File: src/hw/rtl/rfr_pkg.sv
`timescale 1ns / 1ps

package rfr_pkg;

   // longest frame in bytes, header and check byte included
   localparam int MAX_FRAME = 64;

   // byte position counter covers 0 .. MAX_FRAME-1
   localparam int POS_W = $clog2(MAX_FRAME);

   // two header bytes and the length byte; the length value counts body and check byte
   localparam int LEN_OVERHEAD = 3;

   localparam logic [7:0] HDR_FIRST  = 8'hAA;
   localparam logic [7:0] HDR_SECOND = 8'hBB;

   localparam logic [31:0] ID_NEW_BODY = 32'h0001_4115;
   localparam logic [15:0] ID_OLD_BODY = 16'h4115;

   localparam logic [7:0] BODY_LEN_NEW  = 8'd4;
   localparam logic [7:0] BODY_LEN_OLD  = 8'd2;
   localparam logic [7:0] BODY_LEN_CARD = 8'd5;

   // receiver positions with a meaning of their own
   localparam logic [POS_W-1:0] POS_HUNT   = POS_W'(0);
   localparam logic [POS_W-1:0] POS_SECOND = POS_W'(1);
   localparam logic [POS_W-1:0] POS_LENGTH = POS_W'(2);
   localparam logic [POS_W-1:0] POS_BODY   = POS_W'(3);

   // configuration port
   localparam int CSR_ADDR_W = 3;
   localparam int CSR_DATA_W = 32;
   localparam logic REG_IDX_CARD_CODE = 1'b0;
   localparam logic [7:0] CARD_CODE_RESET = 8'h41;

   typedef enum logic [1:0] {
      KIND_UNKNOWN = 2'd0,
      KIND_OLD     = 2'd1,
      KIND_NEW     = 2'd2
   } kind_type;

   // one result beat
   typedef struct packed {
      logic        frame_good;
      logic        check_failed;
      logic        frame_ok_seen;
      logic [1:0]  module_kind;
      logic        new_card;
      logic [31:0] card_id;
      logic [31:0] previous_card_id;
      logic [31:0] card_time;
   } result_type;

endpackage

File: src/hw/rtl/rfr_req_if.sv
`timescale 1ns / 1ps

interface rfr_req_if;
   logic        valid;
   logic        ready;
   logic [7:0]  rx_byte;
   logic [31:0] time_stamp;

   modport source (output valid, rx_byte, time_stamp, input ready);
   modport sink (input valid, rx_byte, time_stamp, output ready);
endinterface

File: src/hw/rtl/rfr_rsp_if.sv
`timescale 1ns / 1ps

interface rfr_rsp_if;
   logic        valid;
   logic        ready;
   logic        frame_good;
   logic        check_failed;
   logic        frame_ok_seen;
   logic [1:0]  module_kind;
   logic        new_card;
   logic [31:0] card_id;
   logic [31:0] previous_card_id;
   logic [31:0] card_time;

   modport source (
      output valid, frame_good, check_failed, frame_ok_seen, module_kind, new_card,
             card_id, previous_card_id, card_time,
      input  ready
   );
   modport sink (
      input  valid, frame_good, check_failed, frame_ok_seen, module_kind, new_card,
             card_id, previous_card_id, card_time,
      output ready
   );
endinterface

File: src/hw/rtl/rfid_frame_receiver_top.sv
`timescale 1ns / 1ps

// byte-serial frame receiver for a card reader link
//
// req_bus carries one received byte and the current time base per beat; rsp_bus
// returns exactly one result beat for every request beat, in order. Both use a
// valid/ready handshake. The csr port holds the card report code (word 0).
//
// a request beat is captured in an input register; on the next cycle in which
// the result register is free or being emptied, the frame logic walks that
// byte and loads the result register. With no stall the byte passes the input
// register and then the result register before its result is valid on rsp_bus;
// one byte per cycle is sustained when rsp_bus is ready.
//
// when rsp_bus stalls, the result register holds its beat and one more byte
// waits in the input register; req_bus ready then drops until the result is
// taken. Reset clears the receiver to header hunting, module type unknown,
// card ids and time zero, card report code 0x41, and both registers empty.
module rfid_frame_receiver_top
   import rfr_pkg::*;
(
   input  logic                  clock,
   input  logic                  reset,
   rfr_req_if.sink               req_bus,
   rfr_rsp_if.source             rsp_bus,
   input  logic                  csr_psel,
   input  logic                  csr_penable,
   input  logic                  csr_pwrite,
   input  logic [CSR_ADDR_W-1:0] csr_paddr,
   input  logic [CSR_DATA_W-1:0] csr_pwdata,
   output logic [CSR_DATA_W-1:0] csr_prdata,
   output logic                  csr_pready
);

   logic        in_vld_ff, in_vld_in;
   logic [7:0]  in_byte_ff;
   logic [31:0] in_time_ff;
   logic        out_vld_ff, out_vld_in;
   result_type  out_ff;
   result_type  step_result;
   logic        advance;
   logic        req_beat;
   logic [7:0]  card_code;

   rfr_csr u_csr (
      .clock       (clock),
      .reset       (reset),
      .csr_psel    (csr_psel),
      .csr_penable (csr_penable),
      .csr_pwrite  (csr_pwrite),
      .csr_paddr   (csr_paddr),
      .csr_pwdata  (csr_pwdata),
      .csr_prdata  (csr_prdata),
      .csr_pready  (csr_pready),
      .card_code   (card_code)
   );

   rfr_parser u_parser (
      .clock      (clock),
      .reset      (reset),
      .step_en    (advance),
      .rx_byte    (in_byte_ff),
      .time_stamp (in_time_ff),
      .card_code  (card_code),
      .result     (step_result)
   );

   // pipeline flow
   assign advance       = in_vld_ff && (!out_vld_ff || rsp_bus.ready);
   assign req_bus.ready = !in_vld_ff || advance;
   assign req_beat      = req_bus.valid && req_bus.ready;

   always_comb begin
      in_vld_in = in_vld_ff;
      if (req_beat) begin
         in_vld_in = 1'b1;
      end else if (advance) begin
         in_vld_in = 1'b0;
      end
      out_vld_in = out_vld_ff;
      if (advance) begin
         out_vld_in = 1'b1;
      end else if (rsp_bus.ready) begin
         out_vld_in = 1'b0;
      end
   end

   // control
   always_ff @(posedge clock) begin
      if (reset) begin
         in_vld_ff  <= 1'b0;
         out_vld_ff <= 1'b0;
      end else begin
         in_vld_ff  <= in_vld_in;
         out_vld_ff <= out_vld_in;
      end
   end

   // payload
   always_ff @(posedge clock) begin
      if (req_beat) begin
         in_byte_ff <= req_bus.rx_byte;
         in_time_ff <= req_bus.time_stamp;
      end
      if (advance) begin
         out_ff <= step_result;
      end
   end

   assign rsp_bus.valid            = out_vld_ff;
   assign rsp_bus.frame_good       = out_ff.frame_good;
   assign rsp_bus.check_failed     = out_ff.check_failed;
   assign rsp_bus.frame_ok_seen    = out_ff.frame_ok_seen;
   assign rsp_bus.module_kind      = out_ff.module_kind;
   assign rsp_bus.new_card         = out_ff.new_card;
   assign rsp_bus.card_id          = out_ff.card_id;
   assign rsp_bus.previous_card_id = out_ff.previous_card_id;
   assign rsp_bus.card_time        = out_ff.card_time;

   // a stalled result keeps the waiting byte in the input register
   a_stall_holds_input: assert property (@(posedge clock) disable iff (reset)
      (in_vld_ff && out_vld_ff && !rsp_bus.ready) |=> in_vld_ff)
      else $error("input byte lost during result stall");

   // every advance produces a result beat on the next cycle
   a_advance_fills: assert property (@(posedge clock) disable iff (reset)
      advance |=> out_vld_ff)
      else $error("processed byte produced no result");

   // a result is never overwritten before it is taken
   a_no_overwrite: assert property (@(posedge clock) disable iff (reset)
      (out_vld_ff && !rsp_bus.ready) |-> !advance)
      else $error("result register overwritten while stalled");

endmodule

File: src/hw/rtl/rfr_csr.sv
`timescale 1ns / 1ps

module rfr_csr
   import rfr_pkg::*;
(
   input  logic                  clock,
   input  logic                  reset,
   input  logic                  csr_psel,
   input  logic                  csr_penable,
   input  logic                  csr_pwrite,
   input  logic [CSR_ADDR_W-1:0] csr_paddr,
   input  logic [CSR_DATA_W-1:0] csr_pwdata,
   output logic [CSR_DATA_W-1:0] csr_prdata,
   output logic                  csr_pready,
   output logic [7:0]            card_code
);

   logic [7:0] card_code_ff;
   logic [7:0] card_code_in;
   logic       sel_card_code;
   logic       wr_beat;

   // register index is the word address, byte lanes ignored
   assign sel_card_code = (csr_paddr[CSR_ADDR_W-1] == REG_IDX_CARD_CODE);
   assign wr_beat       = csr_psel && csr_penable && csr_pwrite;
   assign csr_pready    = 1'b1;

   // write decode
   always_comb begin
      card_code_in = card_code_ff;
      if (wr_beat && sel_card_code) begin
         card_code_in = csr_pwdata[7:0];
      end
   end

   always_ff @(posedge clock) begin
      if (reset) begin
         card_code_ff <= CARD_CODE_RESET;
      end else begin
         card_code_ff <= card_code_in;
      end
   end

   // read mux
   always_comb begin
      csr_prdata = '0;
      if (sel_card_code) begin
         csr_prdata = {{(CSR_DATA_W-8){1'b0}}, card_code_ff};
      end
   end

   assign card_code = card_code_ff;

endmodule

File: src/hw/rtl/rfr_parser.sv
`timescale 1ns / 1ps

module rfr_parser
   import rfr_pkg::*;
(
   input  logic        clock,
   input  logic        reset,
   input  logic        step_en,
   input  logic [7:0]  rx_byte,
   input  logic [31:0] time_stamp,
   input  logic [7:0]  card_code,
   output result_type  result
);

   logic [POS_W-1:0] pos_ff, pos_in;
   logic [7:0]       len_ff, len_in;
   logic [7:0]       xor_ff, xor_in;
   logic [39:0]      head_ff, head_in;
   kind_type         kind_ff, kind_in;
   logic             ok_ff, ok_in;
   logic [31:0]      latest_ff, latest_in;
   logic [31:0]      older_ff, older_in;
   logic [31:0]      time_ff, time_in;
   logic             good, bad, card;
   logic [8:0]       len_sum;
   logic [8:0]       last_body;
   logic [7:0]       body_len;

   assign len_sum   = {1'b0, rx_byte} + 9'(LEN_OVERHEAD);
   assign last_body = {1'b0, len_ff} + 9'd1;
   assign body_len  = len_ff - 8'd1;

   // frame walk for one byte
   always_comb begin
      pos_in    = pos_ff;
      len_in    = len_ff;
      xor_in    = xor_ff;
      head_in   = head_ff;
      kind_in   = kind_ff;
      ok_in     = ok_ff;
      latest_in = latest_ff;
      older_in  = older_ff;
      time_in   = time_ff;
      good      = 1'b0;
      bad       = 1'b0;
      card      = 1'b0;
      priority if (pos_ff == POS_HUNT) begin
         if (rx_byte == HDR_FIRST) begin
            pos_in = POS_SECOND;
         end
      end else if (pos_ff == POS_SECOND) begin
         pos_in = (rx_byte == HDR_SECOND) ? POS_LENGTH : POS_HUNT;
      end else if (pos_ff == POS_LENGTH) begin
         len_in  = rx_byte;
         xor_in  = rx_byte;
         head_in = '0;
         // zero length and oversize frames are dropped silently
         if (rx_byte == 8'd0 || len_sum > 9'(MAX_FRAME)) begin
            pos_in = POS_HUNT;
         end else begin
            pos_in = POS_BODY;
         end
      end else if (9'(pos_ff) <= last_body) begin
         xor_in  = xor_ff ^ rx_byte;
         head_in = {head_ff[31:0], rx_byte};
         pos_in  = pos_ff + POS_W'(1);
      end else begin
         // check byte
         pos_in = POS_HUNT;
         if (rx_byte == xor_ff) begin
            good  = 1'b1;
            ok_in = 1'b1;
            if (kind_ff == KIND_UNKNOWN) begin
               if (body_len == BODY_LEN_NEW && head_ff[31:0] == ID_NEW_BODY) begin
                  kind_in = KIND_NEW;
               end else if (body_len == BODY_LEN_OLD && head_ff[15:0] == ID_OLD_BODY) begin
                  kind_in = KIND_OLD;
               end
            end else if (body_len == BODY_LEN_CARD && head_ff[39:32] == card_code) begin
               older_in  = latest_ff;
               latest_in = head_ff[31:0];
               time_in   = time_stamp;
               card      = 1'b1;
            end
         end else begin
            bad = 1'b1;
         end
      end
   end

   // receiver state
   always_ff @(posedge clock) begin
      if (reset) begin
         pos_ff    <= POS_HUNT;
         len_ff    <= '0;
         xor_ff    <= '0;
         head_ff   <= '0;
         kind_ff   <= KIND_UNKNOWN;
         ok_ff     <= 1'b0;
         latest_ff <= '0;
         older_ff  <= '0;
         time_ff   <= '0;
      end else if (step_en) begin
         pos_ff    <= pos_in;
         len_ff    <= len_in;
         xor_ff    <= xor_in;
         head_ff   <= head_in;
         kind_ff   <= kind_in;
         ok_ff     <= ok_in;
         latest_ff <= latest_in;
         older_ff  <= older_in;
         time_ff   <= time_in;
      end
   end

   // result reflects the state after this byte
   always_comb begin
      result.frame_good       = good;
      result.check_failed     = bad;
      result.frame_ok_seen    = ok_in;
      result.module_kind      = kind_in;
      result.new_card         = card;
      result.card_id          = latest_in;
      result.previous_card_id = older_in;
      result.card_time        = time_in;
   end

   // a card report is always a good frame
   a_card_is_good: assert property (@(posedge clock) disable iff (reset)
      card |-> good)
      else $error("card report without good check");

   // once identified, the module type stays
   a_kind_sticky: assert property (@(posedge clock) disable iff (reset)
      (kind_ff != KIND_UNKNOWN) |=> (kind_ff == $past(kind_ff)))
      else $error("module type changed after identification");

   // inside a frame the position never passes the check byte
   a_pos_bounded: assert property (@(posedge clock) disable iff (reset)
      (pos_ff >= POS_BODY) |-> (9'(pos_ff) <= last_body + 9'd1))
      else $error("byte position ran past the check byte");

   // the good flag is set whenever a good frame completes
   a_ok_follows: assert property (@(posedge clock) disable iff (reset)
      (step_en && good) |=> ok_ff)
      else $error("good frame did not set the sticky flag");

endmodule
File: src/flat_wrapper.sv
// flat-port wrapper written by rule: the top's interface ports become plain ports
module rfid_frame_receiver_top_flat import rfr_pkg::*;
  (clock, reset, csr_psel, csr_penable, csr_pwrite, csr_paddr, csr_pwdata, csr_prdata, csr_pready, req_bus_valid, req_bus_rx_byte, req_bus_time_stamp, req_bus_ready, rsp_bus_valid, rsp_bus_frame_good, rsp_bus_check_failed, rsp_bus_frame_ok_seen, rsp_bus_module_kind, rsp_bus_new_card, rsp_bus_card_id, rsp_bus_previous_card_id, rsp_bus_card_time, rsp_bus_ready);
  rfr_req_if req_bus_i ();
  rfr_rsp_if rsp_bus_i ();
  input  logic clock;
  input  logic reset;
  input  logic csr_psel;
  input  logic csr_penable;
  input  logic csr_pwrite;
  input  logic [CSR_ADDR_W-1:0] csr_paddr;
  input  logic [CSR_DATA_W-1:0] csr_pwdata;
  output logic [CSR_DATA_W-1:0] csr_prdata;
  output logic csr_pready;
  input wire logic [$bits(req_bus_i.valid)-1:0] req_bus_valid;
  input wire logic [$bits(req_bus_i.rx_byte)-1:0] req_bus_rx_byte;
  input wire logic [$bits(req_bus_i.time_stamp)-1:0] req_bus_time_stamp;
  output wire logic [$bits(req_bus_i.ready)-1:0] req_bus_ready;
  output wire logic [$bits(rsp_bus_i.valid)-1:0] rsp_bus_valid;
  output wire logic [$bits(rsp_bus_i.frame_good)-1:0] rsp_bus_frame_good;
  output wire logic [$bits(rsp_bus_i.check_failed)-1:0] rsp_bus_check_failed;
  output wire logic [$bits(rsp_bus_i.frame_ok_seen)-1:0] rsp_bus_frame_ok_seen;
  output wire logic [$bits(rsp_bus_i.module_kind)-1:0] rsp_bus_module_kind;
  output wire logic [$bits(rsp_bus_i.new_card)-1:0] rsp_bus_new_card;
  output wire logic [$bits(rsp_bus_i.card_id)-1:0] rsp_bus_card_id;
  output wire logic [$bits(rsp_bus_i.previous_card_id)-1:0] rsp_bus_previous_card_id;
  output wire logic [$bits(rsp_bus_i.card_time)-1:0] rsp_bus_card_time;
  input wire logic [$bits(rsp_bus_i.ready)-1:0] rsp_bus_ready;
  assign req_bus_i.valid = req_bus_valid;
  assign req_bus_i.rx_byte = req_bus_rx_byte;
  assign req_bus_i.time_stamp = req_bus_time_stamp;
  assign req_bus_ready = req_bus_i.ready;
  assign rsp_bus_valid = rsp_bus_i.valid;
  assign rsp_bus_frame_good = rsp_bus_i.frame_good;
  assign rsp_bus_check_failed = rsp_bus_i.check_failed;
  assign rsp_bus_frame_ok_seen = rsp_bus_i.frame_ok_seen;
  assign rsp_bus_module_kind = rsp_bus_i.module_kind;
  assign rsp_bus_new_card = rsp_bus_i.new_card;
  assign rsp_bus_card_id = rsp_bus_i.card_id;
  assign rsp_bus_previous_card_id = rsp_bus_i.previous_card_id;
  assign rsp_bus_card_time = rsp_bus_i.card_time;
  assign rsp_bus_i.ready = rsp_bus_ready;
  rfid_frame_receiver_top u_core (.clock(clock), .reset(reset), .req_bus(req_bus_i), .rsp_bus(rsp_bus_i), .csr_psel(csr_psel), .csr_penable(csr_penable), .csr_pwrite(csr_pwrite), .csr_paddr(csr_paddr), .csr_pwdata(csr_pwdata), .csr_prdata(csr_prdata), .csr_pready(csr_pready));
endmodule
File: config.mk
export PLATFORM = sky130hd
export DESIGN_NAME = rfid_frame_receiver_top_flat
export DESIGN_NICKNAME = d
export VERILOG_FILES = /design/src/hw/rtl/rfr_pkg.sv /design/src/hw/rtl/rfr_req_if.sv /design/src/hw/rtl/rfr_rsp_if.sv /design/src/hw/rtl/rfid_frame_receiver_top.sv /design/src/hw/rtl/rfr_csr.sv /design/src/hw/rtl/rfr_parser.sv /design/src/flat_wrapper.sv
export SDC_FILE = /design/constraint.sdc
export NUM_CORES = 1
export LEC_CHECK = 0
export BUFFER_PORTS_ARGS = -buffer_cell sky130_fd_sc_hd__buf_2
export CAP_MARGIN = 25
export CORE_UTILIZATION = 50
export CTS_CLUSTER_SIZE = 10
export DETAILED_ROUTE_END_ITERATION = 10
export HOLD_SLACK_MARGIN = 0.03
export PLACE_DENSITY_LB_ADDON = 0.3
export SYNTH_ARGS = -nofsm -noshare
export SYNTH_HDL_FRONTEND = slang
export SYNTH_HIERARCHICAL = 1
export SYNTH_SLANG_ARGS = --single-unit
File: constraint.sdc
create_clock -name clock -period 5.08 [get_ports clock]
set_input_delay 0.508 -clock clock [delete_from_list [all_inputs] [get_ports clock]]
set_output_delay 0.508 -clock clock [all_outputs]
set_load 0.02 [all_outputs]
After elaboration in Yosys (flattened, before gate mapping)

Cells that the tools add are included.

Register bits: 313
Input bits: 82
Output and inout bits: 137
Logic and storage cells: 122

Add/subtract/negate cells: 4
Order comparisons: 2
Eq/ne operators: 12
Multiplexer cells: 53
Bitwise gates (word level): 5
Reductions and logical operators: 24

Operators by type and width:

| operator             | count |
|---|---|
| $mux 32              | 21 |
| $mux 40              | 2 |
| $eq 32x17->1 const B | 1 |
| $mux 6               | 5 |
| $mux 8               | 3 |
| $mux 2               | 10 |
| $eq 16x15->1 const B | 1 |
| $eq 8x3->1 const B   | 2 |
| $eq 8x8->1           | 2 |
| $eq 8x8->1 const B   | 2 |
| $mux 1               | 12 |
| $add 8x1->9 const B  | 1 |
| $add 8x2->9 const B  | 1 |
| $gt 9x7->1 const B   | 1 |
| $le 6x9->1           | 1 |
| $eq 8x2->1 const B   | 1 |
| $logic_and 1x1->1    | 8 |
| $logic_not 8->1      | 1 |
| $reduce_and 4->1     | 2 |
| $sub 8x1->8 const B  | 1 |
| $xor 8x8->8          | 1 |
| $add 6x1->6 const B  | 1 |
| $eq 6x1->1 const B   | 1 |
| $eq 6x2->1 const B   | 1 |
| other kinds (10)     | 18 |

Logic depth before layout (Yosys ltp)

Depth after elaboration: 11
Depth in mapped cells: 14
Gate-level depth less buffers: 10

Cells and area by module

The synthesis kept the hierarchy.

By module, submodules not included:

| module                  | times used | cells an instance | area each (µm²) | sequential area each (µm²) |
|---|---|---|---|---|
| rfr_parser              | 1          | 967               | 8509.4          | 3223.1 |
| rfid_frame_receiver_top | 1          | 152               | 4367.9          | 4304.1 |
| rfr_csr                 | 1          | 70                | 620.6           | 160.2 |

Least setup slack after synthesis

Ideal clock, no wire load.

Path kind: in2reg
Start point: input port rsp_bus_ready
End point: register u_core.u_parser.head_ff[0]
Library setup time: 138 ps
Arrival time: 3601 ps
Required time: 4942 ps
Setup slack: 1341 ps
Stages on the path: 9
Buffers on the path: 2
Cell sequence: nand2b_1 > and2_2 > clkbuf_1 > inv_1 > a21oi_1 > nand2_1 > a21oi_1 > clkbuf_1 > o32ai_1

Word-level cells in the longest chain between the ends: 3

RTL lines:

| what                              | RTL line                      | RTL |
|---|---|---|
| start: declaration                | flat_wrapper.sv:28            | `input wire logic [$bits(rsp_bus_i.ready)-1:0] rsp_bus_ready;` |
| $logic_or 1x1->1                  | rfid_frame_receiver_top.sv:69 | `assign advance = in_vld_ff && (!out_vld_ff \|\| rsp_bus.ready);` |
| $logic_and 1x1->1                 | rfid_frame_receiver_top.sv:69 |  |
| named net u_core.advance          | rfid_frame_receiver_top.sv:41 | `logic advance;` |
| $reduce_and 4->1 (no source line) | n/a                           |  |
| end signal: assignment            | rfr_parser.sv:107             | `head_ff <= head_in;` |
| end: declaration                  | rfr_parser.sv:18              | `logic [39:0] head_ff, head_in;` |

The timed path passes the listed nets, and every way through them passes these cells.
A chain may end at the register's enable or synchronous reset.

==> impl_metrics.toml <==
[worst_setup_path]
path_class = "reg -> reg"
arrival_ns = 4.32
critical-path-max-stage-delay_ns = 0.60
cp_cell_sequence = "ha_1 > nand3_1 > xor2_1 > ha_1 > and3_1 > a221oi_1 > o2111a_4 > and2_4 > buf_4 > mux2_4"
crit_top_cell = "ha_1"
crit_path_end_kind = "register"
start_kind = "register"
cp_slowest_cell = "and2_4"
path_max_fanout = 41
cp.required_ns = 5.35

[placed_design]
gp_congestion = 0.827
hpwl_um = 18100
place_area_sq_mm = 0.0143
dp_cells = 1601
port_buffers = 167

[grt]
grt_first_pass_wirelength_um = 49000
grt_pass1_vias = 9299
antenna_found_initial = 0
track_usage_pct = 21.7
grt_max_degree = 107
gr-total-overflow = 0

[run_status]
status = "finished with violations"
violations = "design-rule violations"

[sta]
slew_viol_final = 0
fin_crit_ns = 4.05
finalSetupViolCount = 0
skew_ns = 0.0209
max_clock_freq_mhz = 247
relSlewSlack_pct = 30.8
finalSetupTns_ns = 0
rsz0062_at_grt = "no"
hold_viol_final = 0
tightest_slew_ns = 1.04
whs_ns = 0.155
fin_crit_sh_pct = 79.7

[clock_network]
cts_tree = "built"
numCtsBuffers = 38
path_clk_slew_ns = 0.05
post-cts-setup-buffer-count = 0
cts-resized-gates = 0
insertion_delay_ns = 0.53
cts_buffer_depth = 3
cts_hold_buf = 0
cts.htree.levels = 2
cts_root_buf = "clkbuf_16"
cts_sinks = 313

[layout]
multi_input_area_sq_mm = 0.00511
instances_no_fill = 1672
regArea_sq_mm = 0.00769
fill_cells = 2183
drive_gt1_share_pct = 25.8
syn2layout_area_growth_pct = 14.8
final_net_count = 1405
num_antenna_cells = 0
design_area_sq_mm = 0.0155

[synth]
yosys_most_used_dff = "dfxtp_1"
syn_inst = 1189
synth-seq-cells = 313
synth_area_sq_mm = 0.0135
synth_warnings = 6
synthArstFlopShare_pct = 0
synth_cell_type_count = 65
synth_edf_count = 142
yosysSeqAreaShare_pct = 57.0
syn-mean-instance-area_sq_um = 11.4

[detailed_routing]
post_drt_wl_per_cell_um = 18.4
routed-via-count = 9757
antenna_left = 0
firstDrtPassIters = 8
drt-vias-per-instance = 5.84
remaining_drc_errors = 9
first_iter_violations = 896
totalWireLength_um = 30800

[floorplanning]
die_area_sq_mm = 0.0277
die_width_um = 166
io_pins = 219
start_util_pct = 51.4
fp-row-count = 59
core_sq_mm = 0.0263
die_h_um = 166

[min_path]
hp-class = "in -> reg"

[pwr]
ir_drop_v = 0.000343
powerDensity_mw_per_mm2 = 355
p_leak_uw = 0.00553

[flow_run]
maxCapViolCount = 0
==> cell usage after synthesis, types with 14 or more instances <==
cell | number | share of area [%]
a21oi_1 | 126 | 4.7
o22ai_1 | 24 | 1.1
inv_1 | 28 | 0.78
nand2b_1 | 46 | 2.1
o21ai_0 | 117 | 4.3
mux2_2 | 67 | 5.6
o32ai_1 | 16 | 1.0
dfxtp_1 | 171 | 25
buf_4 | 36 | 2.0
xnor2_1 | 14 | 0.91
nand4_1 | 103 | 4.8
mux2_4 | 29 | 3.2
edfxtp_1 | 142 | 32
ha_1 | 15 | 1.4
nor2_1 | 36 | 1.0
clkbuf_1 | 76 | 2.1
==> state kept, by name, indices dropped and copies added, names as in the netlist <==
signal and flops:
u_core/u_parser/xor_ff 8, u_core/rsp_bus.card_time 32, u_core/in_byte_ff 8, u_core/rsp_bus.new_card 1
u_core/u_parser/older_ff 32, u_core/u_parser/time_ff 32, u_core/u_parser/len_ff 8, u_core/u_csr/card_code 8
u_core/rsp_bus.frame_ok_seen 1, u_core/in_vld_ff 1, u_core/rsp_bus.module_kind 2, u_core/rsp_bus.card_id 32
u_core/in_time_ff 32, u_core/u_parser/pos_ff 6, u_core/u_parser/kind_ff 2, u_core/rsp_bus.check_failed 1
u_core/rsp_bus.previous_card_id 32, u_core/u_parser/head_ff 40, u_core/u_parser/latest_ff 32, u_core/rsp_bus.valid 1
u_core/rsp_bus.frame_good 1, u_core/u_parser/ok_ff 1
==> cell type report <==
class	count	share of cell area (%)
sequential	313	49.6
timing repair buffer	185	6.83
multi-input combinational	742	33.0
tap	335	2.70
inverter	28	0.678
clock buffer	64	6.90
clock inverter	5	0.323
==> final timing paths <==
kind                                                to  slack (ns)  cells past startpoint                                      start
max reg2reg      u_core/rsp_bus.card_time[4]$_DFFE_PP_        1.03                     10     u_core/u_parser/len_ff[1]$_SDFFE_PP0P_
min reg2reg  u_core/u_parser/older_ff[29]$_SDFFE_PP0P_        0.47                      2  u_core/u_parser/older_ff[29]$_SDFFE_PP0P_
min                     u_core/in_time_ff[0]$_DFFE_PP_        0.16                      1                      req_bus_time_stamp[0]
max              u_core/rsp_bus.card_time[4]$_DFFE_PP_        1.03                     10     u_core/u_parser/len_ff[1]$_SDFFE_PP0P_
==> placed cells by master, fill, tap and decap left out, types with 4 or more instances in the layout <==
master / instances
and3_1: 6
o22ai_1: 24
nor4_1: 6
clkbuf_1: 25
a211oi_1: 12
nand4_1: 103
edfxtp_1: 142
xor2_1: 9
a31oi_1: 6
mux2_4: 29
nand2_1: 10
ha_1: 15
mux2i_1: 8
dfxtp_1: 171
buf_2: 166
mux2_2: 67
nand2b_1: 46
o21ai_0: 117
conb_1: 25
nor2_1: 35
nor4b_1: 4
and2b_2: 8
inv_1: 28
clkbuf_16: 39
buf_4: 14
o32ai_1: 16
xnor2_1: 14
nor3_1: 4
a21oi_1: 125
nand3_1: 12
==> per-layer routing <==
layer	vias up	wire, um	GRT usage (%)
li1	4653	-	-
met4	0	842	8.13
met3	55	1740	3.77
met1	4714	13500	29.3
met5	-	0	0
met2	335	14800	34.9
==> logic make-up (layout without fill, tap and decap cells) <==
logic type	after synthesis	in the layout	synth area share, %
AO/OA/AOI/OAI	318	318	13.2
XOR/XNOR	23	23	1.49
adder cells (fa/ha/maj)	15	15	1.39
buffers and inverters	157	282	6.02
flip-flops	313	313	57.0
multiplexers	104	104	9.41
other	2	25	0.0556
AND/OR/NAND/NOR	257	257	11.5
==> where the power goes <==
group | internal (uW) | switching [uW]
registers | 2700 | 37.1
logic | 92.0 | 227
clock network | 1440 | 1010
==> worst max-delay path: cells and delay by family (launching register included) <==
| family | cells | cell delay [ns] |
|---|---|---|
| AOI/OAI and AO/OA | 2 | 0.83 |
| xor gates and xnor gates | 1 | 0.18 |
| adders and majority gates | 2 | 0.59 |
| buffers and inverters | 1 | 0.41 |
| DFF | 1 | 0.52 |
| muxes | 1 | 0.33 |
| and+or+nand+nor | 3 | 0.91 |
==> stage by stage <==
| stage | setup slack (ns) | total power, uW | util [%] |
|---|---|---|---|
| finish | 1.03 | 5500 | 59.0 |
| global route | 0.796 | 5690 | 59.0 |
| CTS | 1.03 | 5550 | 58.8 |
| detailed placement | 1.07 | 3110 | 54.5 |
| global placement | 1.12 | 3100 | 54.4 |
| floorplan | 1.34 | 3000 | - |
No activity file was read; power rests on OpenSTA's default activity.
